### src/sv/mrlp_pkg.sv
// Package for the modem response line parser: sizes, codes, status word table,
// and the command and status structs between controller and datapath.
// No dependencies.
package mrlp_pkg;

    localparam int LINE_BYTES  = 64;
    localparam int STORE_BYTES = 32;
    localparam int LINE_W      = $clog2(LINE_BYTES);
    localparam int COUNT_W     = $clog2(STORE_BYTES + 1);
    localparam int NUM_WORDS   = 16;
    localparam int PREFIX_LEN  = 7;

    localparam logic [4:0] CODE_RX     = 5'd10;
    localparam logic [4:0] CODE_BANNER = 5'd15;
    localparam logic [4:0] CODE_NONE   = 5'd16;
    localparam logic [3:0] IDX_RX      = 4'd10;
    localparam logic [3:0] IDX_BANNER  = 4'd15;
    localparam logic [7:0] CH_LF       = 8'h0A;
    localparam logic [7:0] CH_ZERO     = 8'h30;
    localparam logic [7:0] CH_NINE     = 8'h39;

    // Controller to datapath
    typedef struct packed {
        logic idle;   // input side open
        logic rd;     // read store at scan index
        logic step;   // consume the byte read
        logic fin;    // load the status result
    } t_cmd;

    // Datapath to controller
    typedef struct packed {
        logic start;     // line ended, scan needed
        logic emit;      // current byte completes a data result
        logic stop;      // that data result is the last one
        logic endk;      // current byte is the last of the text
        logic sent;      // a data result went out on this line
        logic out_free;  // output register can take a result
    } t_sts;

    // Status words as ASCII bytes, text right-aligned
    function automatic logic [255:0] word_text(input logic [3:0] idx);
        logic [255:0] t;
        case (idx)
            4'd0:    t = 256'("ok");
            4'd1:    t = 256'({8'h69, 8'h6E, 8'h76, 8'h61, 8'h6C, 8'h69, 8'h64, 8'h5F,
                               8'h70, 8'h61, 8'h72, 8'h61, 8'h6D});
            4'd2:    t = 256'({8'h6E, 8'h6F, 8'h74, 8'h5F, 8'h6A, 8'h6F, 8'h69, 8'h6E,
                               8'h65, 8'h64});
            4'd3:    t = 256'({8'h6E, 8'h6F, 8'h5F, 8'h66, 8'h72, 8'h65, 8'h65, 8'h5F,
                               8'h63, 8'h68});
            4'd4:    t = 256'("silent");
            4'd5:    t = 256'({8'h66, 8'h72, 8'h61, 8'h6D, 8'h65, 8'h5F, 8'h63, 8'h6F,
                               8'h75, 8'h6E, 8'h74, 8'h65, 8'h72, 8'h5F, 8'h65, 8'h72,
                               8'h72, 8'h5F, 8'h72, 8'h65, 8'h6A, 8'h6F, 8'h69, 8'h6E,
                               8'h5F, 8'h6E, 8'h65, 8'h65, 8'h64, 8'h65, 8'h64});
            4'd6:    t = 256'("busy");
            4'd7:    t = 256'({8'h6D, 8'h61, 8'h63, 8'h5F, 8'h70, 8'h61, 8'h75, 8'h73,
                               8'h65, 8'h64});
            4'd8:    t = 256'({8'h69, 8'h6E, 8'h76, 8'h61, 8'h6C, 8'h69, 8'h64, 8'h5F,
                               8'h64, 8'h61, 8'h74, 8'h61, 8'h5F, 8'h6C, 8'h65, 8'h6E});
            4'd9:    t = 256'({8'h6D, 8'h61, 8'h63, 8'h5F, 8'h74, 8'h78, 8'h5F, 8'h6F,
                               8'h6B});
            4'd10:   t = 256'("mac_rx ");
            4'd11:   t = 256'("mac_err");
            4'd12:   t = 256'({8'h6B, 8'h65, 8'h79, 8'h73, 8'h5F, 8'h6E, 8'h6F, 8'h74,
                               8'h5F, 8'h69, 8'h6E, 8'h69, 8'h74});
            4'd13:   t = 256'("denied");
            4'd14:   t = 256'("accepted");
            default: t = 256'({8'h52, 8'h4E, 8'h32, 8'h39, 8'h30, 8'h33, 8'h20}); // banner
        endcase
        return t;
    endfunction

    function automatic logic [4:0] word_len(input logic [3:0] idx);
        logic [4:0] n;
        case (idx)
            4'd0:    n = 5'd2;
            4'd1:    n = 5'd13;
            4'd2:    n = 5'd10;
            4'd3:    n = 5'd10;
            4'd4:    n = 5'd6;
            4'd5:    n = 5'd31;
            4'd6:    n = 5'd4;
            4'd7:    n = 5'd10;
            4'd8:    n = 5'd16;
            4'd9:    n = 5'd9;
            4'd10:   n = 5'd7;
            4'd11:   n = 5'd7;
            4'd12:   n = 5'd13;
            4'd13:   n = 5'd6;
            4'd14:   n = 5'd8;
            default: n = 5'd7;
        endcase
        return n;
    endfunction

    // Character pos of word idx; valid for pos below the word length
    function automatic logic [7:0] word_char(input logic [3:0] idx, input logic [4:0] pos);
        logic [255:0] t;
        logic [4:0]   p;
        t = word_text(idx);
        p = word_len(idx) - 5'd1 - pos;
        return t[{p, 3'b000} +: 8];
    endfunction

endpackage

### src/sv/mrlp_ctrl.sv
// Controller of the modem response line parser: sequences the scan of a
// finished line over the line store. Depends on mrlp_pkg.
module mrlp_ctrl (
    input  logic          i_clk,
    input  logic          i_rst_n,
    input  mrlp_pkg::t_sts i_sts,
    output mrlp_pkg::t_cmd o_cmd
);
    import mrlp_pkg::*;

    typedef enum logic [1:0] {S_IDLE, S_RD, S_EVAL, S_FIN} t_state;

    t_state r_state, n_state;

    // Next state and commands
    always_comb begin
        n_state = r_state;
        o_cmd   = '0;
        case (r_state)
            S_IDLE: begin
                o_cmd.idle = 1'b1;
                if (i_sts.start) n_state = S_RD;
            end
            S_RD: begin
                o_cmd.rd = 1'b1;
                n_state  = S_EVAL;
            end
            S_EVAL: begin
                if (!i_sts.emit || i_sts.out_free) begin
                    o_cmd.step = 1'b1;
                    if (i_sts.stop) begin
                        n_state = S_IDLE;
                    end else if (i_sts.endk) begin
                        n_state = i_sts.sent ? S_IDLE : S_FIN;
                    end else begin
                        n_state = S_RD;
                    end
                end
            end
            S_FIN: begin
                if (i_sts.out_free) begin
                    o_cmd.fin = 1'b1;
                    n_state   = S_IDLE;
                end
            end
            default: n_state = S_IDLE;
        endcase
    end

    always_ff @(posedge i_clk) begin
        if (!i_rst_n) begin
            r_state <= S_IDLE;
        end else begin
            r_state <= n_state;
        end
    end

endmodule

### src/sv/mrlp_dp.sv
// Datapath of the modem response line parser: line store, word matching,
// port and hex decoding, output register. Depends on mrlp_pkg.
module mrlp_dp (
    input  logic           i_clk,
    input  logic           i_rst_n,
    input  mrlp_pkg::t_cmd i_cmd,
    output mrlp_pkg::t_sts o_sts,
    input  logic           i_valid,
    input  logic           i_mode,
    input  logic [7:0]     i_rx_byte,
    output logic           o_valid,
    input  logic           i_ready,
    output logic           o_kind,
    output logic [4:0]     o_status_code,
    output logic [7:0]     o_rx_port,
    output logic [7:0]     o_data_byte,
    output logic           o_last
);
    import mrlp_pkg::*;

    typedef enum logic [1:0] {PH_PFX, PH_PORT, PH_HI, PH_LO} t_phase;

    logic [7:0]           r_mem [LINE_BYTES];
    logic [7:0]           r_rdata;
    logic [LINE_W-1:0]    r_len;
    logic [COUNT_W-1:0]   r_count;
    logic [LINE_W-1:0]    r_k;
    logic [LINE_W-1:0]    r_tlen;
    logic [NUM_WORDS-1:0] r_match, n_match;
    t_phase               r_ph, n_ph;
    logic [7:0]           r_port, n_port;
    logic [3:0]           r_hi;
    logic                 r_sent;
    logic                 r_ovalid;
    logic                 r_kind;
    logic [4:0]           r_code;
    logic [7:0]           r_oport;
    logic [7:0]           r_odata;
    logic                 r_last;

    logic                 acc, lf_line;
    logic [LINE_W:0]      new_len;
    logic [3:0]           nib;
    logic                 is_digit, endk, emit, stop;
    logic [7:0]           data_val;
    logic [4:0]           st_code;

    function automatic logic [3:0] hex_val(input logic [7:0] c);
        logic [3:0] v;
        v = 4'd0;
        if (c >= CH_ZERO && c <= CH_NINE) v = c[3:0];
        else if ((c >= 8'h41 && c <= 8'h46) || (c >= 8'h61 && c <= 8'h66))
            v = c[3:0] + 4'd9;
        return v;
    endfunction

    // Input side
    assign acc     = i_valid && i_cmd.idle;
    assign new_len = {1'b0, r_len} + 1'b1;
    assign lf_line = acc && !i_mode && (i_rx_byte == CH_LF) && (new_len > 2);

    // Per-byte decode
    assign nib      = hex_val(r_rdata);
    assign is_digit = (r_rdata >= CH_ZERO) && (r_rdata <= CH_NINE);
    assign endk     = (r_k == r_tlen - 1'b1);
    assign emit     = r_match[IDX_RX] && (r_count < COUNT_W'(STORE_BYTES))
                      && ((r_ph == PH_HI && endk) || r_ph == PH_LO);
    assign stop     = emit && (endk || r_count == COUNT_W'(STORE_BYTES - 1));
    assign data_val = (r_ph == PH_LO) ? {r_hi, nib} : {nib, 4'h0};

    // Word match and mac_rx parse update
    always_comb begin
        n_match = r_match;
        for (int i = 0; i < NUM_WORDS; i++) begin
            if (r_k < LINE_W'(word_len(4'(i)))
                    && r_rdata != word_char(4'(i), r_k[4:0]))
                n_match[i] = 1'b0;
        end
        n_ph   = r_ph;
        n_port = r_port;
        case (r_ph)
            PH_PFX:  if (r_k == LINE_W'(PREFIX_LEN - 1)) n_ph = PH_PORT;
            PH_PORT: begin
                if (is_digit) n_port = r_port * 8'd10 + {4'h0, r_rdata[3:0]};
                else n_ph = PH_HI;     // one char after the digits is skipped
            end
            PH_HI:   n_ph = PH_LO;
            PH_LO:   n_ph = PH_HI;
            default: n_ph = PH_PFX;
        endcase
    end

    // Status code at end of line
    always_comb begin
        st_code = CODE_NONE;
        if (r_match[IDX_BANNER] && r_tlen >= LINE_W'(PREFIX_LEN)) st_code = CODE_BANNER;
        for (int i = NUM_WORDS - 1; i >= 0; i--) begin
            if (r_match[i] && r_tlen == LINE_W'(word_len(4'(i)))) st_code = 5'(i);
        end
    end

    // Line store
    always_ff @(posedge i_clk) begin
        if (acc && !i_mode) r_mem[r_len] <= i_rx_byte;
        if (i_cmd.rd) r_rdata <= r_mem[r_k];
    end

    // Line length and stored count
    always_ff @(posedge i_clk) begin
        if (!i_rst_n) begin
            r_len   <= '0;
            r_count <= '0;
        end else begin
            if (acc) begin
                if (i_mode || i_rx_byte == CH_LF || new_len == (LINE_W + 1)'(LINE_BYTES))
                    r_len <= '0;
                else
                    r_len <= new_len[LINE_W-1:0];
            end
            if (acc && i_mode) r_count <= '0;
            else if (i_cmd.step && emit) r_count <= r_count + 1'b1;
        end
    end

    // Scan registers
    always_ff @(posedge i_clk) begin
        if (lf_line) begin
            r_tlen  <= LINE_W'(new_len - 2'd2);
            r_k     <= '0;
            r_match <= '1;
            r_ph    <= PH_PFX;
            r_port  <= '0;
            r_sent  <= 1'b0;
        end else if (i_cmd.step) begin
            r_k     <= r_k + 1'b1;
            r_match <= n_match;
            r_ph    <= n_ph;
            r_port  <= n_port;
            if (r_ph == PH_HI) r_hi <= nib;
            if (emit) r_sent <= 1'b1;
        end
    end

    // Output register
    always_ff @(posedge i_clk) begin
        if (!i_rst_n) begin
            r_ovalid <= 1'b0;
        end else if ((i_cmd.step && emit) || i_cmd.fin) begin
            r_ovalid <= 1'b1;
        end else if (i_ready) begin
            r_ovalid <= 1'b0;
        end
        if (i_cmd.step && emit) begin
            r_kind  <= 1'b1;
            r_code  <= CODE_RX;
            r_oport <= r_port;
            r_odata <= data_val;
            r_last  <= stop;
        end else if (i_cmd.fin) begin
            r_kind  <= 1'b0;
            r_code  <= st_code;
            r_oport <= '0;
            r_odata <= '0;
            r_last  <= 1'b1;
        end
    end

    assign o_sts.start    = lf_line;
    assign o_sts.emit     = emit;
    assign o_sts.stop     = stop;
    assign o_sts.endk     = endk;
    assign o_sts.sent     = r_sent;
    assign o_sts.out_free = !r_ovalid || i_ready;

    assign o_valid       = r_ovalid;
    assign o_kind        = r_kind;
    assign o_status_code = r_code;
    assign o_rx_port     = r_oport;
    assign o_data_byte   = r_odata;
    assign o_last        = r_last;

endmodule

### src/sv/modem_response_line_parser.sv
// Top level of the modem response line parser: controller plus datapath.
// Depends on mrlp_pkg, mrlp_ctrl, mrlp_dp.
//
//   channel  direction  handshake           payload
//   request  in         i_valid / o_ready   i_mode, i_rx_byte
//   result   out        o_valid / i_ready   o_kind, o_status_code, o_rx_port,
//                                           o_data_byte, o_last
//
// An ordinary byte or a clear request is taken only while the controller is idle.
// A closing LF starts a scan of the line store: each text byte is read from the
// store (S_RD), then decoded (S_EVAL); if no data result went out, a status
// result is loaded in S_FIN. New bytes are not taken until the scan ends.
// Results leave through an output register; a stalled result holds the scan.
// Synchronous active-low reset empties the line and the stored count.
module modem_response_line_parser (
    input  logic       i_clk,
    input  logic       i_rst_n,
    input  logic       i_valid,
    output logic       o_ready,
    input  logic       i_mode,
    input  logic [7:0] i_rx_byte,
    output logic       o_valid,
    input  logic       i_ready,
    output logic       o_kind,
    output logic [4:0] o_status_code,
    output logic [7:0] o_rx_port,
    output logic [7:0] o_data_byte,
    output logic       o_last
);
    import mrlp_pkg::*;

    t_cmd cmd;
    t_sts sts;

    mrlp_ctrl u_ctrl (
        .i_clk   (i_clk),
        .i_rst_n (i_rst_n),
        .i_sts   (sts),
        .o_cmd   (cmd)
    );

    mrlp_dp u_dp (
        .i_clk         (i_clk),
        .i_rst_n       (i_rst_n),
        .i_cmd         (cmd),
        .o_sts         (sts),
        .i_valid       (i_valid),
        .i_mode        (i_mode),
        .i_rx_byte     (i_rx_byte),
        .o_valid       (o_valid),
        .i_ready       (i_ready),
        .o_kind        (o_kind),
        .o_status_code (o_status_code),
        .o_rx_port     (o_rx_port),
        .o_data_byte   (o_data_byte),
        .o_last        (o_last)
    );

    assign o_ready = cmd.idle;

endmodule

### config.mk
export PLATFORM = sky130hd
export DESIGN_NAME = modem_response_line_parser
export DESIGN_NICKNAME = d
export VERILOG_FILES = /design/src/sv/mrlp_pkg.sv /design/src/sv/mrlp_ctrl.sv /design/src/sv/mrlp_dp.sv /design/src/sv/modem_response_line_parser.sv
export SDC_FILE = /design/constraint.sdc
export NUM_CORES = 1
export LEC_CHECK = 0
export ABC_AREA = 0
export BUFFER_PORTS_ARGS = -buffer_cell sky130_fd_sc_hd__buf_2
export CORE_MARGIN = 2
export CORE_UTILIZATION = 48
export DETAILED_ROUTE_END_ITERATION = 7
export PLACE_DENSITY_LB_ADDON = 0.12
export SLEW_MARGIN = 40
export SYNTH_ARGS = -nofsm -noshare
export SYNTH_HDL_FRONTEND = slang
export SYNTH_SLANG_ARGS = --single-unit
### constraint.sdc
create_clock -name i_clk -period 3.9 [get_ports i_clk]
set_clock_uncertainty 0.1 [all_clocks]
set_input_delay 0.585 -clock i_clk [delete_from_list [all_inputs] [get_ports i_clk]]
set_output_delay 0.585 -clock i_clk [all_outputs]
set_load 0.005 [all_outputs]
==> flow_summary_export.csv, run 1 <==
group,metric,value,unit
status,status,"finished, final reports clean",
power,power_per_cell_area,475.1,nW/um^2
logic_synthesis,synth_warnings,0,
place,dp_hpwl,51210,um
timing,worstMarginPinSlew,833.6,ps
logic_synthesis,synthTopCellsByArea,"edfxtp_1, mux4_2, dfxtp_1, mux2i_1, nor2_1",
setup_path,endpoint_kind,"register",
setup_path,crit_fanout,37,
logic_synthesis,async_flop_share,0,%
cts,cts-root-buf,"clkbuf_16",
power,ir_drop,0.0004021,V
setup_path,required,4250,ps
drt,vias,18738,
timing,finalWorstSetupSlack,284.0,ps
place,gp_congestion,0.9304,
logic_synthesis,syn_area,28940,um^2
setup_path,r2r_setup_slack,280,ps
grt,antenna_found_initial,0,
setup_path,crit_type,"reg -> reg",
cts,numCtsBuffers,66,
logic_synthesis,synth-edff-count,547,
timing,finalSetupViolCount,0,
place,portBuffers,37,
logic_synthesis,synth_cell_type_count,97,
cts,h-tree-depth,3,
timing,post-route-period-util,92.72,%
flow_run,maxCapViolCount,0,
drt,viasPerCell,6.196,
place,place_area,30340,um^2
cts,cts_tree,"built",
drt,wl,78380,um
drt,drt-met1-wl,34010,um
setup_path,r2r_start,"u_dp.r_len[0]$_SDFFE_PN0P_",
logic_synthesis,ys_seq_area_share,60.50,%
drt,wire_per_inst,25.92,um
logic_synthesis,synth_top_flop_cell,"edfxtp_1",
cts,cts_setup_buffers,0,
grt,grt_max_degree,65,
worst_hold_path,hold_path.startpoint,"i_rst_n",
timing,layout_min_cycle_time,3616,ps
logic_synthesis,syn_nets,2181,
floorplanning,start_util,48.21,%
final_layout,antenna_cells,0,
setup_path,cp-endpoint,"u_dp.r_match[1]$_SDFFE_PP1P_",
final_layout,nets,2260,
logic_synthesis,ys_ff_latch,601,
cts,ctsHoldBuffers,0,
power,power_leakage,11.05,nW
worst_hold_path,hp-class,"in -> reg",
logic_synthesis,yosys.area.top_type_share,56.76,%
setup_path,reg2reg_to,"u_dp.r_match[1]$_SDFFE_PP1P_",
floorplanning,die_w,249.5,um
timing,max_freq,0.2765,GHz
final_layout,utilization,54.14,%
final_layout,final_cell_area,32500,um^2
timing,slew_headroom,44.22,%
drt,route.met2.wl,36650,um
drt,first_iter_violations,1871,
setup_path,worstRegToRegCells,10,
drt,dr.pass1.iters,6,
grt,grt_pass1_vias,18259,
timing,finalHoldViolations,0,
floorplanning,io_pins,38,
final_layout,drive_gt1_share,18.47,%
floorplanning,fp.dieH,249.5,um
grt,grt-ovfl-total,0,
timing,rsz0062_at_grt,"no",
logic_synthesis,avgSynthCellArea,13.71,um^2
cts,clk_latency,610,ps
grt,grt_usage,25.15,%
timing,setup_tns,0,ps
final_layout,area_delta_synth_final,12.30,%
drt,drc,0,
drt,top_layer,"met4",
cts,post_cts_resized,0,
cts,clock-sinks,601,
setup_path,crit_start,"u_dp.r_len[0]$_SDFFE_PN0P_",
logic_synthesis,synthCells,2111,
drt,wl_met3,4521,um
floorplanning,placement_rows,90,
timing,slew_violations,0,
floorplanning,die-area,62270,um^2
place,place_ws,354.4,ps
cts,path_clk_slew,60,ps
setup_path,worstSetupStartpointType,"register",
setup_path,cp.arrival,3960,ps
drt,ant_nets,0,
grt,grt_pass1_wl,117700,um
logic_synthesis,synth_area_leader_cell,"edfxtp_1",
final_layout,n_fill_cell,4923,
floorplanning,design.core.area,60020,um^2
cts,ctsLongestPathBuffers,3,
==> state kept, by name, indices dropped and copies added, names as in the netlist, 8 cells and up <==
name,count
u_dp.r_rdata,8
u_dp.o_data_byte,8
u_dp.r_port,8
u_dp.r_match,16
u_dp.o_rx_port,8
u_dp.r_mem,512
==> layer usage <==
layer | up-vias | global-route usage, %
li1 | 8436 | -
met1 | 9445 | 35.37
met2 | 697 | 39.66
met3 | 160 | 3.244
met4 | 0 | 10.76
met5 | - | 0
==> power breakdown <==
group          internal [W]  switching [W]
logic              0.000893        0.00137
registers           0.00705      0.0000313
clock network       0.00354        0.00256
==> placed cells by master (no fill, tap or decap), types with 12 or more instances in the layout <==
cell type,netlist,final
a211oi_1,20,20
a21o_1,15,15
a21oi_1,76,76
a31oi_1,29,29
and2_1,15,15
and3_1,16,16
buf_2,34,37
buf_4,20,115
clkbuf_1,58,15
clkbuf_16,0,67
clkinv_1,4,13
clkinv_2,0,13
dfxtp_1,54,49
edfxtp_1,547,547
ha_1,55,55
inv_1,39,38
mux2i_1,98,98
mux4_2,106,106
nand2_1,101,101
nand2b_1,20,20
nand3_1,54,54
nand4_1,25,25
nor2_1,188,180
nor2b_1,26,26
nor3_1,42,42
nor4_1,17,17
o211ai_1,16,16
o21ai_0,67,67
o221ai_1,38,38
o22ai_1,24,24
or3_1,12,12
xnor2_1,68,68
xor2_1,12,12
==> kinds of logic after synthesis <==
logic type,Yosys count,synth area share (%)
muxes,208,11.80
and+or+nand+nor,573,9.841
buffers and inverters,190,3.091
AOI/OAI and AO/OA,402,9.837
xor gates and xnor gates,80,2.421
adders and majority gates,57,2.516
DFF,601,60.50
==> worst min-delay path by stage <==
| stage | depth (start not counted) | to | slack, ps |
|---|---|---|---|
| detailed placement | 2 | u_dp.o_kind$_SDFFE_PP1P_ | 340 |
| finish | 2 | u_dp.o_valid$_SDFFE_PN0P_ | 240 |
| floorplan | 1 | u_dp.r_match[0]$_SDFFE_PP1P_ | 330 |
| CTS | 2 | u_dp.o_valid$_SDFFE_PN0P_ | 220 |
| global placement | 2 | u_dp.o_kind$_SDFFE_PP1P_ | 330 |
| global route | 2 | u_dp.o_valid$_SDFFE_PN0P_ | 230 |
==> synth_stat cells, types with 25 or more instances <==
master / n
nand3_1: 54
o221ai_1: 38
clkbuf_1: 58
inv_1: 39
a21oi_1: 76
dfxtp_1: 54
ha_1: 55
nor3_1: 42
o21ai_0: 67
nor2b_1: 26
nand2_1: 101
a31oi_1: 29
mux2i_1: 98
nor2_1: 188
xnor2_1: 68
edfxtp_1: 547
buf_2: 34
nand4_1: 25
mux4_2: 106
==> worst max-delay path, stage by stage, from the launching register on <==
cell	delay, ps
dfxtp_1	650
ha_1	540
xnor2_1	180
ha_1	330
mux2i_1	110
and2_1	200
o311ai_4	360
inv_2	70
buf_4	290
o2bb2ai_1	460
o31ai_1	170
==> stage by stage <==
step                power [W]  std cells  hold WS (ps)
floorplan            0.008784       2111         325.4
global placement     0.009444       2904         331.8
detailed placement   0.009459       2904         343.0
CTS                   0.01554       3024         217.0
global route          0.01597       3024         232.9
finish                0.01544       3024         241.6
==> final cells by class <==
type                       count  area (um^2)  area share [%]
multi-input combinational   1320        10570           32.52
clock inverter                38        401.6           1.236
timing repair buffer         156         1129           3.473
clock buffer                  82         1733           5.332
sequential                   601        17520           53.91
inverter                      45        168.9          0.5198
tap                          782        978.4           3.011
Note: power is estimated with default switching activity, not from simulation.
==> inputs of run 2 (changes only) <==
- CORE_UTILIZATION: 48 -> 35
- TNS_END_PERCENT: not set -> 30
==> run 2 against run 1 <==
Net effect: clock power rose by 6.4%; register-to-register slack improved by 260 ps; sequential share of layout area down 1.3 points; critical endpoint unchanged; routed wire length is 9.6% higher; worst setup slack better by 260 ps; utilization fell by 14 points; maximum frequency is 7.8% higher; non-clock buffer count rose by 31; first-iteration DRC count shrank 1.1%; design area rose by 2.5%.
==> flow_summary_export.csv, run 2 (synthesis gave the netlist of run 1 again) <==
group,metric,value,unit
status,status,"finished, final reports clean",
power,power_leakage,11.30,nW
final_layout,largest_reg_flops,512,
setup_path,r2r_setup_slack,540,ps
setup_path,endpoint_kind,"register",
drt,dr.pass1.iters,6,
drt,wl,85880,um
final_layout,final_cell_area,33300,um^2
floorplanning,die-area,85000,um^2
setup_path,crit_type,"reg -> reg",
grt,grt_max_degree,84,
floorplanning,io_pins,38,
worst_hold_path,whs_endpoint,"u_dp.o_valid$_SDFFE_PN0P_",
grt,antenna_found_initial,1,
drt,ant_nets,0,
place,portBuffers,37,
setup_path,critPathTopFamily,"compound AO/OA/AOI/OAI gates",
grt,grt_usage,20.09,%
final_layout,fin_cells,3350,
setup_path,reg2reg_to,"u_dp.r_match[1]$_SDFFE_PP1P_",
timing,slew_violations,0,
setup_path,crit_fanout,20,
final_layout,antenna_cells,0,
cts,ctsLongestPathBuffers,3,
worst_hold_path,hp-class,"in -> reg",
timing,setup_tns,0,ps
cts,numCtsBuffers,71,
setup_path,critPathMaxStageDelay,620,ps
drt,wire_per_inst,25.64,um
timing,worstMarginPinSlew,841.0,ps
setup_path,required,4270,ps
final_layout,regMostFlops,"u_dp.r_mem",
timing,finalHoldViolations,0,
flow_run,maxCapViolCount,0,
final_layout,nets,2296,
cts,cts_setup_buffers,0,
final_layout,layout_common_cells,"edfxtp_1, nor2_1, buf_4",
timing,layout_min_cycle_time,3356,ps
place,dpl.cell_count,3223,
cts,cts-root-buf,"clkbuf_16",
power,ir_drop,0.0003450,V
power,power,0.01589,W
setup_path,cp_cell_sequence,"inv_1, ha_1, ha_1, inv_1, or3_1, o221ai_2, nand3_1, a2111oi_0, a211oi_1, o31ai_1",
drt,viasPerCell,5.664,
final_layout,reg.largest.list,"u_dp.r_mem x512, u_dp.r_match x16",
cts,path_clk_slew,60,ps
cts,clk_latency,620,ps
grt,grt_pass1_vias,18792,
worst_hold_path,whs_path_depth,2,
floorplanning,design.core.area,81980,um^2
setup_path,critical_path.slowest_cell,"dfxtp_4",
timing,slew_headroom,43.93,%
cts,clock-sinks,601,
floorplanning,fp.dieH,291.5,um
setup_path,r2r_start,"u_dp.r_k[0]$_SDFFE_PP0P_",
setup_path,worstRegToRegCells,10,
final_layout,drive_gt1_share,19.30,%
timing,max_freq,0.2980,GHz
setup_path,cp.arrival,3720,ps
worst_hold_path,hold_path.startpoint,"i_rst_n",
place,gp_congestion,0.9051,
power,power_per_cell_area,477.1,nW/um^2
final_layout,area_delta_synth_final,15.07,%
setup_path,crit_start,"u_dp.r_k[0]$_SDFFE_PP0P_",
final_layout,final_common_cell,"edfxtp_1",
cts,ctsHoldBuffers,0,
timing,finalSetupViolCount,0,
timing,post-route-period-util,86.05,%
cts,post_cts_resized,0,
floorplanning,start_util,35.30,%
setup_path,cp.buffers_inverters,2,
drt,drc,0,
cts,h-tree-depth,3,
drt,first_iter_violations,1850,
grt,grt-ovfl-total,0,
timing,rsz0062_at_grt,"no",
place,dp_hpwl,56240,um
cts,cts_tree,"built",
floorplanning,placement_rows,105,
floorplanning,die_w,291.5,um
place,place_area,31000,um^2
setup_path,worstSetupStartpointType,"register",
grt,grt_pass1_wl,127400,um
drt,vias,18973,
run 2: cell types whose count changed in the layout (fill, tap and decap cells not counted), sizes merged:
cell / delta
clkbuf: +7
buf: +31
clkinvlp: -2
inv: -1
clkinv: +2
bufinv: +1
run 2: worst register-to-register path, stage by stage, from the launching register on:
cell,delay (ps)
dfxtp_4,620
inv_1,210
ha_1,250
ha_1,350
inv_1,200
or3_1,420
o221ai_2,100
nand3_1,100
a2111oi_0,470
a211oi_1,140
o31ai_1,260
run 2: area by class of cell:
cell class / count / area (um^2)
clock inverter: 38 / 424.2
timing repair buffer: 187 / 1423
tap: 1070 / 1339
fill: 7669 / 48680
inverter: 45 / 168.9
multi-input combinational: 1320 / 10560
clock buffer: 89 / 1866
sequential: 601 / 17520
run 2: worst max-delay path by stage:
stage                                            to  slack, ps  cells past startpoint
floorplan             u_dp.r_match[10]$_SDFFE_PP1P_        760                     13
global placement      u_dp.r_match[10]$_SDFFE_PP1P_        570                      8
detailed placement  u_dp.o_rx_port[3]$_SDFFCE_PN0P_        600                      8
CTS                 u_dp.o_rx_port[6]$_SDFFCE_PN0P_        570                      8
global route           u_dp.r_match[1]$_SDFFE_PP1P_        350                     10
finish                 u_dp.r_match[1]$_SDFFE_PP1P_        540                     10
run 2: metrics by stage:
| step | setup WS, ps | util (%) | hold WS [ps] |
|---|---|---|---|
| floorplan | 755.5 | - | 325.4 |
| global placement | 565.9 | 37.76 | 333.4 |
| detailed placement | 601.5 | 37.81 | 330.2 |
| CTS | 571.4 | 40.61 | 207.2 |
| global route | 345.6 | 40.62 | 222.8 |
| finish | 544.2 | 40.62 | 243.1 |
run 2: where the power goes:
part           internal [W]  switching, W
logic              0.000912       0.00138
clock network       0.00382       0.00267
registers           0.00705     0.0000503
run 2: metal layers:
layer	routed length (um)	up-vias	GRT usage [%]	part of all wire (%)
met2	41030	626	32.58	48
li1	-	8493	-	-
met4	3173	0	7.367	3.7
met5	0	-	0	0
met3	4353	166	3.029	5.1
met1	37330	9688	27.39	43
